[src/rtl/core/aqssc_pkg.sv]
// shared types and constants for the quaternion attitude controller
package aqssc_pkg;

  localparam int unsigned NumRegs = 6;
  localparam int unsigned RegIdxW = 3;

  typedef enum logic [2:0] {
    REG_COEF_A   = 3'd0,
    REG_COEF_B   = 3'd1,
    REG_COEF_C   = 3'd2,
    REG_COEF_D   = 3'd3,
    REG_YAW_ATT  = 3'd4,
    REG_YAW_RATE = 3'd5
  } reg_idx_e;

  // divider request and response between sequencer and divider
  typedef struct packed {
    logic        start;
    logic [63:0] num;
    logic [63:0] den;
  } div_req_t;

  typedef struct packed {
    logic        busy;
    logic        done;
    logic [63:0] quot;
  } div_rsp_t;

  typedef enum logic [4:0] {
    ST_IDLE,
    ST_PROD,
    ST_DIV4,
    ST_SQ,
    ST_SQRT,
    ST_NDIV,
    ST_NWAIT,
    ST_FILT,
    ST_YMUL,
    ST_YDIV,
    ST_YWAIT,
    ST_OUT
  } state_e;

  // saturate a wide signed value to 32 bits
  function automatic logic signed [31:0] sat32(input logic signed [65:0] x);
    logic signed [65:0] hi;
    logic signed [65:0] lo;
    hi = 66'sd2147483647;
    lo = -66'sd2147483648;
    if (x > hi) sat32 = 32'sh7fffffff;
    else if (x < lo) sat32 = 32'sh80000000;
    else sat32 = x[31:0];
  endfunction

  // Q32.32 to Q16.16, round half up (floor of x + 0.5)
  function automatic logic signed [65:0] round16(input logic signed [65:0] x);
    logic signed [65:0] t;
    t = x + 66'sd32768;
    round16 = t >>> 16;
  endfunction

endpackage

[src/rtl/core/aqssc_div.sv]
// radix-2 restoring divider for 64-bit unsigned operands, one bit per cycle
module aqssc_div (
  input  logic                clk_i,
  input  logic                rst_ni,
  input  aqssc_pkg::div_req_t req_i,
  output aqssc_pkg::div_rsp_t rsp_o
);
  import aqssc_pkg::*;

  logic [6:0]  cnt_q, cnt_d;
  logic        busy_q, busy_d;
  logic        done_q, done_d;
  logic [63:0] quot_q, quot_d;
  logic [64:0] rem_q, rem_d;
  logic [63:0] den_q, den_d;
  logic [64:0] trial;

  // one shift-subtract step per cycle
  always_comb begin
    cnt_d  = cnt_q;
    busy_d = busy_q;
    done_d = 1'b0;
    quot_d = quot_q;
    rem_d  = rem_q;
    den_d  = den_q;
    trial  = {rem_q[63:0], quot_q[63]} - {1'b0, den_q};
    if (req_i.start) begin
      busy_d = 1'b1;
      cnt_d  = 7'd64;
      quot_d = req_i.num;
      rem_d  = '0;
      den_d  = req_i.den;
    end else if (busy_q) begin
      if (!trial[64]) begin
        rem_d  = trial;
        quot_d = {quot_q[62:0], 1'b1};
      end else begin
        rem_d  = {rem_q[63:0], quot_q[63]};
        quot_d = {quot_q[62:0], 1'b0};
      end
      cnt_d = cnt_q - 7'd1;
      if (cnt_q == 7'd1) begin
        busy_d = 1'b0;
        done_d = 1'b1;
      end
    end
  end

  always_ff @(posedge clk_i or negedge rst_ni) begin
    if (!rst_ni) begin
      cnt_q  <= '0;
      busy_q <= 1'b0;
      done_q <= 1'b0;
    end else begin
      cnt_q  <= cnt_d;
      busy_q <= busy_d;
      done_q <= done_d;
    end
  end

  always_ff @(posedge clk_i) begin
    quot_q <= quot_d;
    rem_q  <= rem_d;
    den_q  <= den_d;
  end

  assign rsp_o.busy = busy_q;
  assign rsp_o.done = done_q;
  assign rsp_o.quot = quot_q;
endmodule

[config.mk]
export PLATFORM = sky130hd
export DESIGN_NAME = aqssc_div
export DESIGN_NICKNAME = d
export VERILOG_FILES = /design/src/rtl/core/aqssc_pkg.sv /design/src/rtl/core/aqssc_div.sv
export SDC_FILE = /design/constraint.sdc
export NUM_CORES = 1
export LEC_CHECK = 0
export BUFFER_PORTS_ARGS = -buffer_cell sky130_fd_sc_hd__buf_2
export CAP_MARGIN = 20
export CORE_ASPECT_RATIO = 1.25
export CORE_MARGIN = 4
export CORE_UTILIZATION = 62
export CTS_CLUSTER_DIAMETER = 150
export DETAILED_ROUTE_END_ITERATION = 10
export GPL_TIMING_DRIVEN = 0
export PLACE_DENSITY = 0.95
export REMOVE_ABC_BUFFERS = 1
export SLEW_MARGIN = 20
export SYNTH_ARGS = -nofsm -noshare
export SYNTH_HDL_FRONTEND = slang
export SYNTH_SLANG_ARGS = --single-unit
[constraint.sdc]
create_clock -name clk_i -period 4.9 [get_ports clk_i]
set_input_delay 0.245 -clock clk_i [delete_from_list [all_inputs] [get_ports clk_i]]
set_output_delay 0.245 -clock clk_i [all_outputs]
set_load 0.005 [all_outputs]
==> flow_summary.yaml <==
job:
  drv_cap: 0
cells_and_area:
  fin_nets: 1628
  fin_cells: 1678
  seqCellArea_sq_um: 5354
  diodes: 0
  fillers: 1189
  final_core_util_pct: 76.41
  drive_gt1_share_pct: 22.34
  multiInputGateArea_sq_um: 5838
  final_cell_area_sq_um: 14350
  area_growth_pct: 21.52
sta:
  finalCriticalPeriod_ns: 4.193
  hold_violations: 0
  setup_viol: 0
  worst_pin_slew_ns: 0.6909
  maxSlewHeadroom_pct: 53.82
  slew_viol_final: 0
  max_freq_ghz: 0.2385
  period_share_pct: 85.57
  skew_ns: 0.01166
  rsz0062_at_grt: "false"
placed_design:
  dpl.hpwl_um: 21660
  place_area_sq_um: 12970
  routabilityCongestion: 0.9254
  dp.cells: 1573
  io_buffer_count: 196
clock_network:
  clk_pin_slew_ns: 0.06
  ctsHtreeMaxLevel: 1
  cts_resized: 0
  cts_made_buffers: 22
  cts_tree: "built"
  clk_latency_ns: 0.51
  root_buffer: "clkbuf_16"
  clk_path_buf_depth: 3
  cts_setup_buffers: 0
  clkSinkCount: 201
die:
  io_pins: 197
  die_area_sq_um: 21330
  rows: 56
  fp.dieW_um: 131.4
  start_util_pct: 62.87
  die_y_um: 162.3
  core_area_sq_um: 18780
power:
  pwr-share-comb_pct: 20.5
  design_power_total_uw: 4755
  clockPowerShare_pct: 34.9
  power_density_nw_per_um2: 331.4
  seq_power_share_pct: 44.5
  p_switching_uw: 1349
  switching_share_pct: 28.37
  p_leak_uw: 0.006272
  max-vdd-ir-drop_v: 0.0003573
  p_int_uw: 3406
synth:
  synth_commonest_cells: "128 x edfxtp_1, 117 x nand2_1, 95 x nor2_1, 92 x a21oi_1, 86 x inv_1"
  yosys.area.top_type_share_pct: 32.56
  ys_seq_area_share_pct: 45.32
  ys_top_cells_by_area: "edfxtp_1 33%, dfxtp_1 11%, ha_1 7.0%"
  netlist_area_sq_um: 11810
  synth_async_sr_flop_share_pct: 4.478
  avgSynthCellArea_sq_um: 9.830
  syn_inst: 1201
  synth-edff-count: 128
  ys.flop_type: "edfxtp_1"
  yosysMostFrequentCell: "edfxtp_1"
  ys_ff_latch: 201
  yosysWarnings: 0
  yosys.cell_types.count: 72
  synth_top_area_cell: "edfxtp_1"
global_routing:
  grt_overflow: 0
  grt_use_total_pct: 29.77
  grt_pass1_vias: 10460
  grt_max_degree: 102
  antenna_found_initial: 0
  grt_first_pass_wirelength_um: 51940
routing:
  vias_per_cell: 6.069
  drc: 0
  firstDrtPassIters: 5
  num_vias: 10180
  wirelength_um: 32430
  wl_per_cell_um: 19.32
  first_iter_violations: 834
  ant_nets: 0
critical_path:
  crit_arrival_ns: 4.57
  crit_type: "flop to flop"
  path_buf_inv: 2
  slowest_delay_ns: 0.54
  startpoint_type: "flop"
  critPathMaxFanout: 23
  critPathTopFamily: "compound AO/OA/AOI/OAI gates"
  critPathRequiredTime_ns: 5.27
  cp_cell_sequence: "inv_1, ha_1, fa_1, nand2b_1, a21oi_1, o41a_1, a21o_1, a31oi_1, o21a_2, o211ai_4, inv_2, nand2_1, o21ai_0"
  slowest_stage: "o211ai_4"
  end_kind: "flop"
worst_hold_path:
  min_path_type: "primary input to flop"
outcome:
  status: "finished, final reports clean"
layer usage:
| metal | GRT usage (%) | up-vias | wire [um] |
|---|---|---|---|
| met5 | 0 | - | 0 |
| met4 | 16.24 | 0 | 1916 |
| met3 | 7.032 | 132 | 2452 |
| met2 | 53.28 | 469 | 16130 |
| met1 | 32.71 | 4752 | 11930 |
| li1 | - | 4831 | - |
per-stage QoR:
stage	setup WS, ns	TNS (ns)	hold slack [ns]
finish	0.7073	0	0.03772
floorplan	0.4557	0	-0.05059
global route	0.3913	0	0.02833
global placement	-2.418	-186.31	0.09956
CTS	0.6792	0	0.02005
detailed placement	0.7313	0	0.1050
state kept, by name, summed over array words and instances, names as in the netlist:
signal / flops
cnt_q: 7
rem_q: 64
quot_q: 64
done_q: 1
busy_q: 1
den_q: 64
final timing paths:
kind                                        start  cells past startpoint                endpoint  slack (ns)
max in group asynchronous                  rst_ni                      2        busy_q$_DFF_PN0_        4.58
min in group asynchronous                  rst_ni                      2    cnt_q[4]$_DFFE_PN0P_        0.12
min                                     req_i[78]                      2    quot_q[14]$_DFFE_PP_        0.04
max reg2reg                  quot_q[63]$_DFFE_PP_                     13  rem_q[55]$_SDFFE_PP0P_        0.71
max                          quot_q[63]$_DFFE_PP_                     13  rem_q[55]$_SDFFE_PP0P_        0.71
min reg2reg                rem_q[42]$_SDFFE_PP0P_                      2  rem_q[42]$_SDFFE_PP0P_        0.49
cell usage in the layout, fill, tap and decap left out, types with 19 or more instances in the layout:
master	n
a21o_1	28
a21oi_1	92
buf_2	195
clkbuf_16	22
dfxtp_1	64
dlygate4sd3_1	65
edfxtp_1	128
ha_1	66
inv_1	85
mux2_2	63
nand2_1	117
nand3_1	19
nor2_1	94
o211ai_1	22
o21ai_0	71
xnor2_1	31
xor2_1	34
power groups by stage:
stage	sequential (uW)	clock, uW	combinational (uW)
floorplan	2130	0	581
global placement	2150	0	859
detailed placement	2140	0	907
CTS	2110	1680	958
global route	2140	1760	1070
finish	2120	1660	975
what timing repair did:
item                                    CTS  global route
hold buffers                             65             0
endpoints found under the setup margin    0             0
hold endpoints to repair                 73             0
cell families (layout without fill, tap and decap cells):
logic type / after synthesis / after routing / share of synthesized area (%)
flops: 201 / 201 / 45.32
mux: 77 / 77 / 7.196
compound gates: 336 / 336 / 18.71
xor+xnor: 65 / 65 / 4.822
buf+inv: 150 / 395 / 5.320
fa+ha+maj: 67 / 67 / 7.164
simple gates: 305 / 305 / 11.48
area by class of cell:
class	instances	share of cell area, %
Sequential cell	201	37.32
Clock buffer	27	4.107
Timing Repair Buffer	268	12.62
Inverter	87	2.294
Tap cell	232	2.023
Multi-Input combinational cell	850	40.69
Clock inverter	13	0.9506
Note: power is estimated with default switching activity, not from simulation.
